**src/atrlc_pkg.sv**
```systemverilog
package atrlc_pkg;

    // line buffer sizing
    localparam int LINE_MAX     = 128;
    localparam int LEN_CAP      = ((LINE_MAX - 1) < 127) ? (LINE_MAX - 1) : 127;
    localparam int LEN_W        = 7;
    localparam int PREFIX_DEPTH = 9;
    localparam int PREFIX_IDX_W = $clog2(PREFIX_DEPTH);

    // field widths
    localparam int BYTE_W     = 8;
    localparam int FUNC_W     = 2;
    localparam int MODE_W     = 2;
    localparam int TICK_W     = 16;
    localparam int REG_IDX_W  = 2;
    localparam int CFG_DATA_W = 16;

    // queue between front and back
    localparam int QUEUE_DEPTH = 4;
    localparam int Q_PTR_W     = $clog2(QUEUE_DEPTH);
    localparam int Q_CNT_W     = $clog2(QUEUE_DEPTH + 1);

    // register indexes
    localparam logic [REG_IDX_W-1:0] REG_WAIT_MODE = 2'd0;
    localparam logic [REG_IDX_W-1:0] REG_TIMEOUT   = 2'd1;

    localparam logic [TICK_W-1:0] TIMEOUT_RESET = 16'd1000;
    localparam logic [TICK_W-1:0] TICK_MAX      = '1;

    // special characters
    localparam logic [BYTE_W-1:0] CH_CR     = 8'h0D;
    localparam logic [BYTE_W-1:0] CH_LF     = 8'h0A;
    localparam logic [BYTE_W-1:0] CH_PROMPT = 8'h3E;

    typedef enum logic [FUNC_W-1:0] {
        FUNC_BYTE  = 2'd0,
        FUNC_TICK  = 2'd1,
        FUNC_START = 2'd2,
        FUNC_NONE  = 2'd3
    } t_func;

    typedef enum logic [MODE_W-1:0] {
        MODE_COLLECT = 2'd0,
        MODE_READY   = 2'd1,
        MODE_SEND    = 2'd2
    } t_mode;

    typedef enum logic [1:0] {
        PH_IDLE   = 2'd0,
        PH_LINES  = 2'd1,
        PH_PROMPT = 2'd2
    } t_phase;

    typedef enum logic [1:0] {
        EV_LINE    = 2'd0,
        EV_PROMPT  = 2'd1,
        EV_TIMEOUT = 2'd2
    } t_event;

    typedef enum logic [3:0] {
        CL_BLANK     = 4'd0,
        CL_OK        = 4'd1,
        CL_ERROR     = 4'd2,
        CL_FAIL      = 4'd3,
        CL_BUSY      = 4'd4,
        CL_READY     = 4'd5,
        CL_SEND_OK   = 4'd6,
        CL_SEND_FAIL = 4'd7,
        CL_OTHER     = 4'd8
    } t_class;

    typedef enum logic [1:0] {
        ST_WAIT    = 2'd0,
        ST_SUCCESS = 2'd1,
        ST_ERROR   = 2'd2,
        ST_TIMEOUT = 2'd3
    } t_status;

    // one queued result
    typedef struct packed {
        t_event             event_kind;
        t_class             line_class;
        logic [LEN_W-1:0]   line_length;
        t_status            wait_status;
    } t_result;

    // queue status seen by both sides
    typedef struct packed {
        logic full;
        logic empty;
    } t_q_stat;

endpackage

```
**src/atrlc_if.sv**
```systemverilog
interface atrlc_in_if;
    import atrlc_pkg::*;

    logic              valid;
    logic              ready;
    logic [FUNC_W-1:0] func;
    logic [BYTE_W-1:0] rx_data;

    modport source (output valid, func, rx_data, input ready);
    modport sink   (input valid, func, rx_data, output ready);
endinterface

interface atrlc_out_if;
    import atrlc_pkg::*;

    logic             valid;
    logic             ready;
    logic [1:0]       event_kind;
    logic [3:0]       line_class;
    logic [LEN_W-1:0] line_length;
    logic [1:0]       wait_status;
    logic             wait_done;

    modport source (output valid, event_kind, line_class, line_length, wait_status,
                    wait_done, input ready);
    modport sink   (input valid, event_kind, line_class, line_length, wait_status,
                    wait_done, output ready);
endinterface

interface atrlc_cfg_if;
    import atrlc_pkg::*;

    logic                  valid;
    logic                  ready;
    logic [REG_IDX_W-1:0]  reg_index;
    logic [CFG_DATA_W-1:0] wr_data;

    modport source (output valid, reg_index, wr_data, input ready);
    modport sink   (input valid, reg_index, wr_data, output ready);
endinterface

```
**src/atrlc_front.sv**
```systemverilog
module atrlc_front (
    input  logic                i_clk,
    input  logic                i_rst_n,
    atrlc_in_if.sink            i_in,
    atrlc_cfg_if.sink           i_cfg,
    input  atrlc_pkg::t_q_stat  i_q_stat,
    output logic                o_push,
    output atrlc_pkg::t_result  o_push_data
);
    import atrlc_pkg::*;

    // true when the first n stored characters spell s (first char in the top byte)
    function automatic logic f_head_is(
        input logic [PREFIX_DEPTH-1:0][BYTE_W-1:0] pre,
        input logic [BYTE_W*PREFIX_DEPTH-1:0]      s,
        input int unsigned                         n
    );
        logic eq;
        eq = 1'b1;
        for (int unsigned i = 0; i < PREFIX_DEPTH; i++) begin
            if (i < n) begin
                if (pre[i] != s[BYTE_W*(n-1-i) +: BYTE_W]) begin
                    eq = 1'b0;
                end
            end
        end
        return eq;
    endfunction

    logic [MODE_W-1:0]                  r_wait_mode;
    logic [TICK_W-1:0]                  r_timeout_ticks;
    t_phase                             r_phase, n_phase;
    logic [TICK_W-1:0]                  r_elapsed, n_elapsed;
    logic [LEN_W-1:0]                   r_line_count, n_line_count;
    logic [PREFIX_DEPTH-1:0][BYTE_W-1:0] r_prefix;

    logic              accept;
    t_func             func;
    logic [BYTE_W-1:0] c;
    logic [TICK_W-1:0] tick_next;
    logic              tick_expire;
    t_class            cls;
    t_status           status;
    logic              prefix_we;
    logic              can_grow;

    assign i_in.ready = !i_q_stat.full;
    assign accept     = i_in.valid && !i_q_stat.full;
    assign func       = t_func'(i_in.func);
    assign c          = i_in.rx_data;

    // configuration registers, always ready
    assign i_cfg.ready = 1'b1;

    always_ff @(posedge i_clk) begin
        if (!i_rst_n) begin
            r_wait_mode     <= MODE_W'(MODE_COLLECT);
            r_timeout_ticks <= TIMEOUT_RESET;
        end else if (i_cfg.valid) begin
            if (i_cfg.reg_index == REG_WAIT_MODE) begin
                r_wait_mode <= i_cfg.wr_data[MODE_W-1:0];
            end else if (i_cfg.reg_index == REG_TIMEOUT) begin
                r_timeout_ticks <= i_cfg.wr_data[TICK_W-1:0];
            end
        end
    end

    // saturating tick count and timeout compare
    assign tick_next   = (r_elapsed == TICK_MAX) ? r_elapsed : r_elapsed + 1'b1;
    assign tick_expire = (tick_next >= r_timeout_ticks);

    // line class from the stored prefix
    always_comb begin
        if (r_line_count == '0) begin
            cls = CL_BLANK;
        end else if (r_line_count == LEN_W'(2) && f_head_is(r_prefix, "OK", 2)) begin
            cls = CL_OK;
        end else if (r_line_count == LEN_W'(5) && f_head_is(r_prefix, "ERROR", 5)) begin
            cls = CL_ERROR;
        end else if (r_line_count == LEN_W'(4) && f_head_is(r_prefix, "FAIL", 4)) begin
            cls = CL_FAIL;
        end else if (r_line_count >= LEN_W'(4) && f_head_is(r_prefix, "busy", 4)) begin
            cls = CL_BUSY;
        end else if (r_line_count == LEN_W'(5) && f_head_is(r_prefix, "ready", 5)) begin
            cls = CL_READY;
        end else if (r_line_count == LEN_W'(7) && f_head_is(r_prefix, "SEND OK", 7)) begin
            cls = CL_SEND_OK;
        end else if (r_line_count == LEN_W'(9) && f_head_is(r_prefix, "SEND FAIL", 9)) begin
            cls = CL_SEND_FAIL;
        end else begin
            cls = CL_OTHER;
        end
    end

    // final status by mode, read live
    always_comb begin
        status = ST_WAIT;
        case (r_wait_mode)
            MODE_READY: begin
                if (cls == CL_READY) status = ST_SUCCESS;
            end
            MODE_SEND: begin
                if (cls == CL_SEND_OK || cls == CL_OK) status = ST_SUCCESS;
                else if (cls == CL_ERROR || cls == CL_SEND_FAIL) status = ST_ERROR;
            end
            default: begin
                if (cls == CL_OK) status = ST_SUCCESS;
                else if (cls == CL_ERROR || cls == CL_FAIL) status = ST_ERROR;
            end
        endcase
    end

    // phase next state
    always_comb begin
        n_phase = r_phase;
        if (accept) begin
            case (func)
                FUNC_START: begin
                    n_phase = (r_wait_mode == MODE_W'(MODE_SEND)) ? PH_PROMPT : PH_LINES;
                end
                FUNC_TICK: begin
                    if (r_phase != PH_IDLE && tick_expire) n_phase = PH_IDLE;
                end
                FUNC_BYTE: begin
                    case (r_phase)
                        PH_PROMPT: begin
                            if (c == CH_PROMPT) n_phase = PH_LINES;
                        end
                        PH_LINES: begin
                            if (c == CH_LF && status != ST_WAIT) n_phase = PH_IDLE;
                        end
                        default: n_phase = r_phase;
                    endcase
                end
                default: n_phase = r_phase;
            endcase
        end
    end

    // result generation
    always_comb begin
        o_push                  = 1'b0;
        o_push_data.event_kind  = EV_LINE;
        o_push_data.line_class  = CL_BLANK;
        o_push_data.line_length = '0;
        o_push_data.wait_status = ST_WAIT;
        if (accept && r_phase != PH_IDLE) begin
            case (func)
                FUNC_TICK: begin
                    if (tick_expire) begin
                        o_push                  = 1'b1;
                        o_push_data.event_kind  = EV_TIMEOUT;
                        o_push_data.wait_status = ST_TIMEOUT;
                    end
                end
                FUNC_BYTE: begin
                    if (r_phase == PH_PROMPT) begin
                        if (c == CH_PROMPT) begin
                            o_push                 = 1'b1;
                            o_push_data.event_kind = EV_PROMPT;
                        end
                    end else if (c == CH_LF) begin
                        o_push                  = 1'b1;
                        o_push_data.line_class  = cls;
                        o_push_data.line_length = r_line_count;
                        o_push_data.wait_status = status;
                    end
                end
                default: o_push = 1'b0;
            endcase
        end
    end

    // line assembly and tick counting
    assign can_grow  = (r_line_count < LEN_W'(LEN_CAP));
    assign prefix_we = accept && func == FUNC_BYTE && r_phase == PH_LINES
                       && c != CH_CR && c != CH_LF && can_grow
                       && r_line_count < LEN_W'(PREFIX_DEPTH);

    always_comb begin
        n_elapsed    = r_elapsed;
        n_line_count = r_line_count;
        if (accept) begin
            case (func)
                FUNC_START: begin
                    n_elapsed    = '0;
                    n_line_count = '0;
                end
                FUNC_TICK: begin
                    if (r_phase != PH_IDLE) n_elapsed = tick_next;
                end
                FUNC_BYTE: begin
                    if (r_phase == PH_PROMPT) begin
                        if (c == CH_PROMPT) n_line_count = '0;
                    end else if (r_phase == PH_LINES) begin
                        if (c == CH_LF) n_line_count = '0;
                        else if (c != CH_CR && can_grow) n_line_count = r_line_count + 1'b1;
                    end
                end
                default: n_elapsed = r_elapsed;
            endcase
        end
    end

    always_ff @(posedge i_clk) begin
        if (!i_rst_n) begin
            r_phase      <= PH_IDLE;
            r_elapsed    <= '0;
            r_line_count <= '0;
        end else begin
            r_phase      <= n_phase;
            r_elapsed    <= n_elapsed;
            r_line_count <= n_line_count;
        end
    end

    // prefix characters, no reset
    always_ff @(posedge i_clk) begin
        if (prefix_we) begin
            r_prefix[r_line_count[PREFIX_IDX_W-1:0]] <= c;
        end
    end

    a_final_goes_idle: assert property (@(posedge i_clk) disable iff (!i_rst_n)
        (o_push && o_push_data.wait_status != ST_WAIT) |=> (r_phase == PH_IDLE))
        else $error("final result did not end the wait");

    a_no_result_idle: assert property (@(posedge i_clk) disable iff (!i_rst_n)
        o_push |-> (r_phase != PH_IDLE))
        else $error("result produced while idle");

    a_len_capped: assert property (@(posedge i_clk) disable iff (!i_rst_n)
        r_line_count <= LEN_W'(LEN_CAP))
        else $error("line length past cap");

endmodule

```
**src/atrlc_fifo.sv**
```systemverilog
module atrlc_fifo (
    input  logic                i_clk,
    input  logic                i_rst_n,
    input  logic                i_push,
    input  atrlc_pkg::t_result  i_push_data,
    input  logic                i_pop,
    output atrlc_pkg::t_result  o_pop_data,
    output atrlc_pkg::t_q_stat  o_stat
);
    import atrlc_pkg::*;

    t_result              r_mem [QUEUE_DEPTH];
    logic [Q_PTR_W-1:0]   r_wr_ptr, n_wr_ptr;
    logic [Q_PTR_W-1:0]   r_rd_ptr, n_rd_ptr;
    logic [Q_CNT_W-1:0]   r_count, n_count;

    assign o_stat.full  = (r_count == Q_CNT_W'(QUEUE_DEPTH));
    assign o_stat.empty = (r_count == '0);
    assign o_pop_data   = r_mem[r_rd_ptr];

    // pointer and fill count update
    always_comb begin
        n_wr_ptr = r_wr_ptr;
        n_rd_ptr = r_rd_ptr;
        n_count  = r_count;
        if (i_push) begin
            n_wr_ptr = (r_wr_ptr == Q_PTR_W'(QUEUE_DEPTH - 1)) ? '0 : r_wr_ptr + 1'b1;
        end
        if (i_pop) begin
            n_rd_ptr = (r_rd_ptr == Q_PTR_W'(QUEUE_DEPTH - 1)) ? '0 : r_rd_ptr + 1'b1;
        end
        if (i_push && !i_pop) n_count = r_count + 1'b1;
        else if (!i_push && i_pop) n_count = r_count - 1'b1;
    end

    always_ff @(posedge i_clk) begin
        if (!i_rst_n) begin
            r_wr_ptr <= '0;
            r_rd_ptr <= '0;
            r_count  <= '0;
        end else begin
            r_wr_ptr <= n_wr_ptr;
            r_rd_ptr <= n_rd_ptr;
            r_count  <= n_count;
        end
    end

    // storage, no reset
    always_ff @(posedge i_clk) begin
        if (i_push) begin
            r_mem[r_wr_ptr] <= i_push_data;
        end
    end

    a_no_overflow: assert property (@(posedge i_clk) disable iff (!i_rst_n)
        i_push |-> !o_stat.full)
        else $error("push into full queue");

    a_no_underflow: assert property (@(posedge i_clk) disable iff (!i_rst_n)
        i_pop |-> !o_stat.empty)
        else $error("pop from empty queue");

endmodule

```
**src/atrlc_back.sv**
```systemverilog
module atrlc_back (
    input  logic                i_clk,
    input  logic                i_rst_n,
    input  atrlc_pkg::t_q_stat  i_q_stat,
    input  atrlc_pkg::t_result  i_q_data,
    output logic                o_pop,
    atrlc_out_if.source         o_out
);
    import atrlc_pkg::*;

    logic    r_valid;
    t_result r_result;

    // refill the output register when it is empty or being taken
    assign o_pop = !i_q_stat.empty && (!r_valid || o_out.ready);

    always_ff @(posedge i_clk) begin
        if (!i_rst_n) begin
            r_valid <= 1'b0;
        end else if (o_pop) begin
            r_valid <= 1'b1;
        end else if (o_out.ready) begin
            r_valid <= 1'b0;
        end
    end

    always_ff @(posedge i_clk) begin
        if (o_pop) begin
            r_result <= i_q_data;
        end
    end

    // drive the result word
    assign o_out.valid       = r_valid;
    assign o_out.event_kind  = r_result.event_kind;
    assign o_out.line_class  = r_result.line_class;
    assign o_out.line_length = r_result.line_length;
    assign o_out.wait_status = r_result.wait_status;
    assign o_out.wait_done   = (r_result.wait_status != ST_WAIT);

endmodule

```
**src/at_response_line_classifier.sv**
```systemverilog
// channel  | modport | payload                                              | accepted when
// i_in     | sink    | func, rx_data                                        | valid && ready
// i_cfg    | sink    | reg_index, wr_data                                   | valid && ready
// o_out    | source  | event_kind, line_class, line_length, wait_status,    | valid && ready
//          |         | wait_done                                            |
//
// one input word per cycle unless the queue is full; each word is decoded and classified
// in the cycle it is taken, then its result passes through the queue and the output register
// a four-entry queue and the output register decouple the two sides
// i_in.ready drops only while the queue is full; i_cfg is always ready
// synchronous active-low reset returns to idle with wait_mode 0, timeout 1000
module at_response_line_classifier (
    input  logic         i_clk,
    input  logic         i_rst_n,
    atrlc_in_if.sink     i_in,
    atrlc_cfg_if.sink    i_cfg,
    atrlc_out_if.source  o_out
);
    import atrlc_pkg::*;

    t_q_stat q_stat;
    t_result push_data;
    t_result pop_data;
    logic    push;
    logic    pop;

    // decode, line assembly and wait control
    atrlc_front u_front (
        .i_clk       (i_clk),
        .i_rst_n     (i_rst_n),
        .i_in        (i_in),
        .i_cfg       (i_cfg),
        .i_q_stat    (q_stat),
        .o_push      (push),
        .o_push_data (push_data)
    );

    // result queue
    atrlc_fifo u_fifo (
        .i_clk       (i_clk),
        .i_rst_n     (i_rst_n),
        .i_push      (push),
        .i_push_data (push_data),
        .i_pop       (pop),
        .o_pop_data  (pop_data),
        .o_stat      (q_stat)
    );

    // output register
    atrlc_back u_back (
        .i_clk    (i_clk),
        .i_rst_n  (i_rst_n),
        .i_q_stat (q_stat),
        .i_q_data (pop_data),
        .o_pop    (pop),
        .o_out    (o_out)
    );

endmodule

```
**src/flat_wrapper.sv**
```systemverilog
// flat-port wrapper written by rule: the top's interface ports become plain ports
module at_response_line_classifier_flat import atrlc_pkg::*;
  (i_clk, i_rst_n, i_in_valid, i_in_func, i_in_rx_data, i_in_ready, i_cfg_valid, i_cfg_reg_index, i_cfg_wr_data, i_cfg_ready, o_out_valid, o_out_event_kind, o_out_line_class, o_out_line_length, o_out_wait_status, o_out_wait_done, o_out_ready);
  atrlc_in_if i_in_i ();
  atrlc_cfg_if i_cfg_i ();
  atrlc_out_if o_out_i ();
  input  logic i_clk;
  input  logic i_rst_n;
  input wire logic [$bits(i_in_i.valid)-1:0] i_in_valid;
  input wire logic [$bits(i_in_i.func)-1:0] i_in_func;
  input wire logic [$bits(i_in_i.rx_data)-1:0] i_in_rx_data;
  output wire logic [$bits(i_in_i.ready)-1:0] i_in_ready;
  input wire logic [$bits(i_cfg_i.valid)-1:0] i_cfg_valid;
  input wire logic [$bits(i_cfg_i.reg_index)-1:0] i_cfg_reg_index;
  input wire logic [$bits(i_cfg_i.wr_data)-1:0] i_cfg_wr_data;
  output wire logic [$bits(i_cfg_i.ready)-1:0] i_cfg_ready;
  output wire logic [$bits(o_out_i.valid)-1:0] o_out_valid;
  output wire logic [$bits(o_out_i.event_kind)-1:0] o_out_event_kind;
  output wire logic [$bits(o_out_i.line_class)-1:0] o_out_line_class;
  output wire logic [$bits(o_out_i.line_length)-1:0] o_out_line_length;
  output wire logic [$bits(o_out_i.wait_status)-1:0] o_out_wait_status;
  output wire logic [$bits(o_out_i.wait_done)-1:0] o_out_wait_done;
  input wire logic [$bits(o_out_i.ready)-1:0] o_out_ready;
  assign i_in_i.valid = i_in_valid;
  assign i_in_i.func = i_in_func;
  assign i_in_i.rx_data = i_in_rx_data;
  assign i_in_ready = i_in_i.ready;
  assign i_cfg_i.valid = i_cfg_valid;
  assign i_cfg_i.reg_index = i_cfg_reg_index;
  assign i_cfg_i.wr_data = i_cfg_wr_data;
  assign i_cfg_ready = i_cfg_i.ready;
  assign o_out_valid = o_out_i.valid;
  assign o_out_event_kind = o_out_i.event_kind;
  assign o_out_line_class = o_out_i.line_class;
  assign o_out_line_length = o_out_i.line_length;
  assign o_out_wait_status = o_out_i.wait_status;
  assign o_out_wait_done = o_out_i.wait_done;
  assign o_out_i.ready = o_out_ready;
  at_response_line_classifier u_core (.i_clk(i_clk), .i_rst_n(i_rst_n), .i_in(i_in_i), .i_cfg(i_cfg_i), .o_out(o_out_i));
endmodule
```
**config.mk**
```make
export PLATFORM = sky130hd
export DESIGN_NAME = at_response_line_classifier_flat
export DESIGN_NICKNAME = d
export VERILOG_FILES = /design/src/atrlc_pkg.sv /design/src/atrlc_if.sv /design/src/atrlc_front.sv /design/src/atrlc_fifo.sv /design/src/atrlc_back.sv /design/src/at_response_line_classifier.sv /design/src/flat_wrapper.sv
export SDC_FILE = /design/constraint.sdc
export NUM_CORES = 1
export LEC_CHECK = 0
export ABC_AREA = 1
export BUFFER_PORTS_ARGS = -buffer_cell sky130_fd_sc_hd__buf_2
export CAP_MARGIN = 10
export CORE_MARGIN = 2
export CORE_UTILIZATION = 50
export DETAILED_ROUTE_END_ITERATION = 16
export PLACE_DENSITY_LB_ADDON = 0.25
export SYNTH_ARGS = -nofsm -noshare
export SYNTH_HDL_FRONTEND = slang
export SYNTH_SLANG_ARGS = --single-unit
export TNS_END_PERCENT = 10
```
**constraint.sdc**
```tcl
create_clock -name i_clk -period 4 [get_ports i_clk]
set_input_delay 0.4 -clock i_clk [delete_from_list [all_inputs] [get_ports i_clk]]
set_output_delay 0.4 -clock i_clk [all_outputs]
set_load 0.01 [all_outputs]
```
==> impl_metrics.tcl <==
set metrics [dict create \
    skew_ns 0.0139 \
    cts_tree "yes" \
    fin_util_pct 57.8 \
    ir_drop_uv 326 \
    p_leak_uw 0.00404 \
    syn_area_um2 9370 \
    avgSynthCellArea_um2 9.20 \
    detail-route-antenna-nets 0 \
    fp.dieArea_um2 19800 \
    rsz0062_at_grt "true" \
    slew_violations 0 \
    grt_pass1_vias 6523 \
    setup_tns_ns 0 \
    dr.pass1.iters 5 \
    area_delta_synth_final_pct 14.3 \
    max-slew-margin-rel_pct 26.9 \
    min_delay_worst_endpoint "u_core.u_front.r_timeout_ticks[9]" \
    yosys.area.top_type "edfxtp_1" \
    post-route-period-util_pct 97.5 \
    clock_path_buffers 2 \
    fp.dieW_um 141 \
    ios 52 \
    fmax_mhz 256 \
    routed_wl_um 20500 \
    min_period_ns 3.90 \
    cts_sinks 198 \
    finalSetupViolations 0 \
    hp-start "i_cfg_wr_data[9]" \
    critPathMaxFanout 4 \
    grt_max_degree 34 \
    reg2reg_depth 26 \
    synth-edff-count 147 \
    viasPerCell 5.28 \
    gp_congestion 0.910 \
    power-per-cell-area_nw_per_um2 452 \
    nets 1153 \
    n_fill_cell 1614 \
    die_h_um 141 \
    synth.top_cell.area_share_pct 47.1 \
    worst_pin_slew_ns 1.09 \
    ys_ff_latch 198 \
    vias 7060 \
    synth_area_leaders "edfxtp_1, dfxtp_1, nand2_1, nor2_1, inv_1" \
    worstSetupPathType "flip-flop to flip-flop" \
    cpMostUsedCell "nand3_2" \
    ys_seq_area_share_pct 58.0 \
    clk_latency_ns 0.43 \
    io_buffers 50 \
    fin_cells 1337 \
    cts-root-buf "clkbuf_16" \
    ys.flop_type "edfxtp_1" \
    core_area_um2 18500 \
    grt_pass1_wl_um 32900 \
    antenna_found_initial 0 \
    async_flop_share_pct 0 \
    r2r-start "u_core.u_front.r_elapsed[2]" \
    path_clk_slew_ns 0.08 \
    start_kind "flip-flop" \
    status "completed" \
    cap_violations 0 \
    worst_path_largest_cell_delay_ns 0.38 \
    cp_slowest_cell "dfxtp_4" \
    gr-total-overflow 0 \
    synthTopCellsByCount "nand2_1, nor2_1, edfxtp_1" \
    hold_depth 3 \
    num_rows 50 \
    drt-wirelength-per-cell_um 15.3 \
    critPathRequiredTime_ns 4.32 \
    diodes 0 \
    yosysWarnings 0 \
    r2r_slack_ns 0.1 \
    remaining_drc_errors 0 \
    drive_gt1_share_pct 13.4 \
    critPathArrivalTime_ns 4.23 \
    yosysMostFrequentCell "nand2_1" \
    drtIter0Drc 528 \
    place_inst 1296 \
    hpwlAfterDp_um 14500 \
    grt_use_total_pct 21.1 \
    synth_nets 1081 \
    hold_viol_final 0 \
    synth_cell_types 44 \
    cp-end-kind "flip-flop" \
    synth_cells 1018 \
    htree_num_levels 4 \
    start_util_pct 50.6 \
    worstHoldPathType "input pin to flip-flop" \
    cts_buffers 17 \
    r2r-end "u_core.u_fifo.r_count[2]" \
]
-- worst max path at each step --
stage / start / endpoint / slack (ns) / depth (start not counted)
finish: u_core.u_front.r_elapsed[2] / u_core.u_fifo.r_count[2] / 0.1 / 26
global route: u_core.u_front.r_elapsed[3] / u_core.u_fifo.r_count[2] / -0.16 / 28
CTS: u_core.u_front.r_elapsed[0] / u_core.u_fifo.r_count[2] / 0.008 / 25
detailed placement: u_core.u_front.r_elapsed[0] / u_core.u_fifo.r_count[2] / -0.09 / 25
global placement: u_core.u_front.r_elapsed[0] / u_core.u_fifo.r_count[2] / 0.06 / 25
floorplan: u_core.u_front.r_elapsed[0] / u_core.u_fifo.r_count[2] / 0.29 / 25
-- worst max-delay path: cells and delay by family, from the launching register on --
family / cells / cell delay (ns)
simple gates: 14 / 1.91
buf+inv: 4 / 0.22
flops: 1 / 0.38
compound gates: 5 / 0.60
fa+ha+maj: 3 / 0.67
-- sequential cells by signal, indices dropped and copies added, names as in the netlist, 2 cells and up --
name / flops
u_core.u_back.o_out.event_kind: 2
u_core.u_back.o_out.line_class: 4
u_core.u_back.o_out.line_length: 7
u_core.u_back.o_out.wait_status: 2
u_core.u_fifo.r_count: 3
u_core.u_fifo.r_mem: 60
u_core.u_fifo.r_rd_ptr: 2
u_core.u_fifo.r_wr_ptr: 2
u_core.u_front.r_elapsed: 16
u_core.u_front.r_line_count: 7
u_core.u_front.r_phase: 2
u_core.u_front.r_prefix: 72
u_core.u_front.r_timeout_ticks: 16
u_core.u_front.r_wait_mode: 2
-- routing by layer --
layer / track usage (%) / vias to the layer above / wire (um)
li1: - / 3553 / -
met2: 34.9 / 161 / 9810
met3: 3.87 / 29 / 761
met5: 0 / - / 0
met1: 28.5 / 3317 / 9570
met4: 6.68 / 0 / 365
-- power breakdown --
| part | internal (uW) | switching, uW | leakage (uW) |
|---|---|---|---|
| sequential | 2360 | 59.6 | 0.00171 |
| combinational | 243 | 473 | 0.00205 |
| clock | 893 | 817 | 0.000281 |
| total | 3490 | 1350 | 0.00404 |
-- cell families (layout without fill, tap and decap cells) --
family / count (synthesis) / in the layout / synth area share (%)
other: 1 / 1 / 0.0400
adders and majority gates: 30 / 30 / 4.09
and+or+nand+nor: 457 / 457 / 21.1
buffers and inverters: 169 / 254 / 6.83
xor gates and xnor gates: 11 / 11 / 1.03
AOI/OAI and AO/OA: 152 / 152 / 8.92
DFF: 198 / 198 / 58.0
-- stage by stage --
step           setup WS, ns  area [um2]  power [uW]  hold WS (ns)
2_1_floorplan         0.292        9370        2900         0.435
5_1_grt              -0.163       10700        5060         0.176
4_1_cts             0.00808       10500        4860         0.171
3_5_place_dp        -0.0874        9950        3160         0.460
3_3_place_gp         0.0551        9950        3150         0.453
6_report             0.0984       10700        4840         0.190
-- final cells by class --
type / instances / area, um2 / area share [%]
tap: 234 / 293 / 2.73
inverter: 151 / 572 / 5.34
multi-input combinational: 651 / 3390 / 31.7
timing repair buffer: 71 / 420 / 3.93
sequential: 198 / 5440 / 50.8
clock inverter: 13 / 155 / 1.45
clock buffer: 19 / 433 / 4.04
-- cell usage in the layout (no fill, tap or decap), types with 3 or more instances in the layout --
| cell | count |
|---|---|
| clkbuf_16 | 17 |
| inv_2 | 6 |
| a31oi_1 | 3 |
| o21ai_0 | 51 |
| nor3_2 | 3 |
| nand4_1 | 19 |
| dfxtp_2 | 3 |
| a21oi_2 | 3 |
| nand2_2 | 6 |
| buf_2 | 50 |
| dfxtp_1 | 47 |
| o21ai_2 | 3 |
| ha_1 | 27 |
| xnor2_1 | 4 |
| o22ai_1 | 17 |
| o21ai_1 | 3 |
| a211oi_1 | 5 |
| inv_1 | 142 |
| xor2_1 | 7 |
| o211ai_1 | 7 |
| inv_6 | 5 |
| nand3_2 | 3 |
| inv_8 | 3 |
| nor3_1 | 28 |
| edfxtp_1 | 147 |
| nand3_1 | 29 |
| nor4_1 | 9 |
| nand2_1 | 184 |
| nor2_1 | 156 |
| buf_4 | 20 |
| nor2_2 | 4 |
| a21oi_1 | 56 |
-- timing repair --
action                                  in CTS  in global routing
hold endpoints to repair                     0                  0
setup buffers                                0                  9
pin swaps                                    0                 15
gates resized for setup                      1                 32
hold buffers                                 0                  0
endpoints found under the setup margin       1                 50
Note: power is estimated with default switching activity, not from simulation.
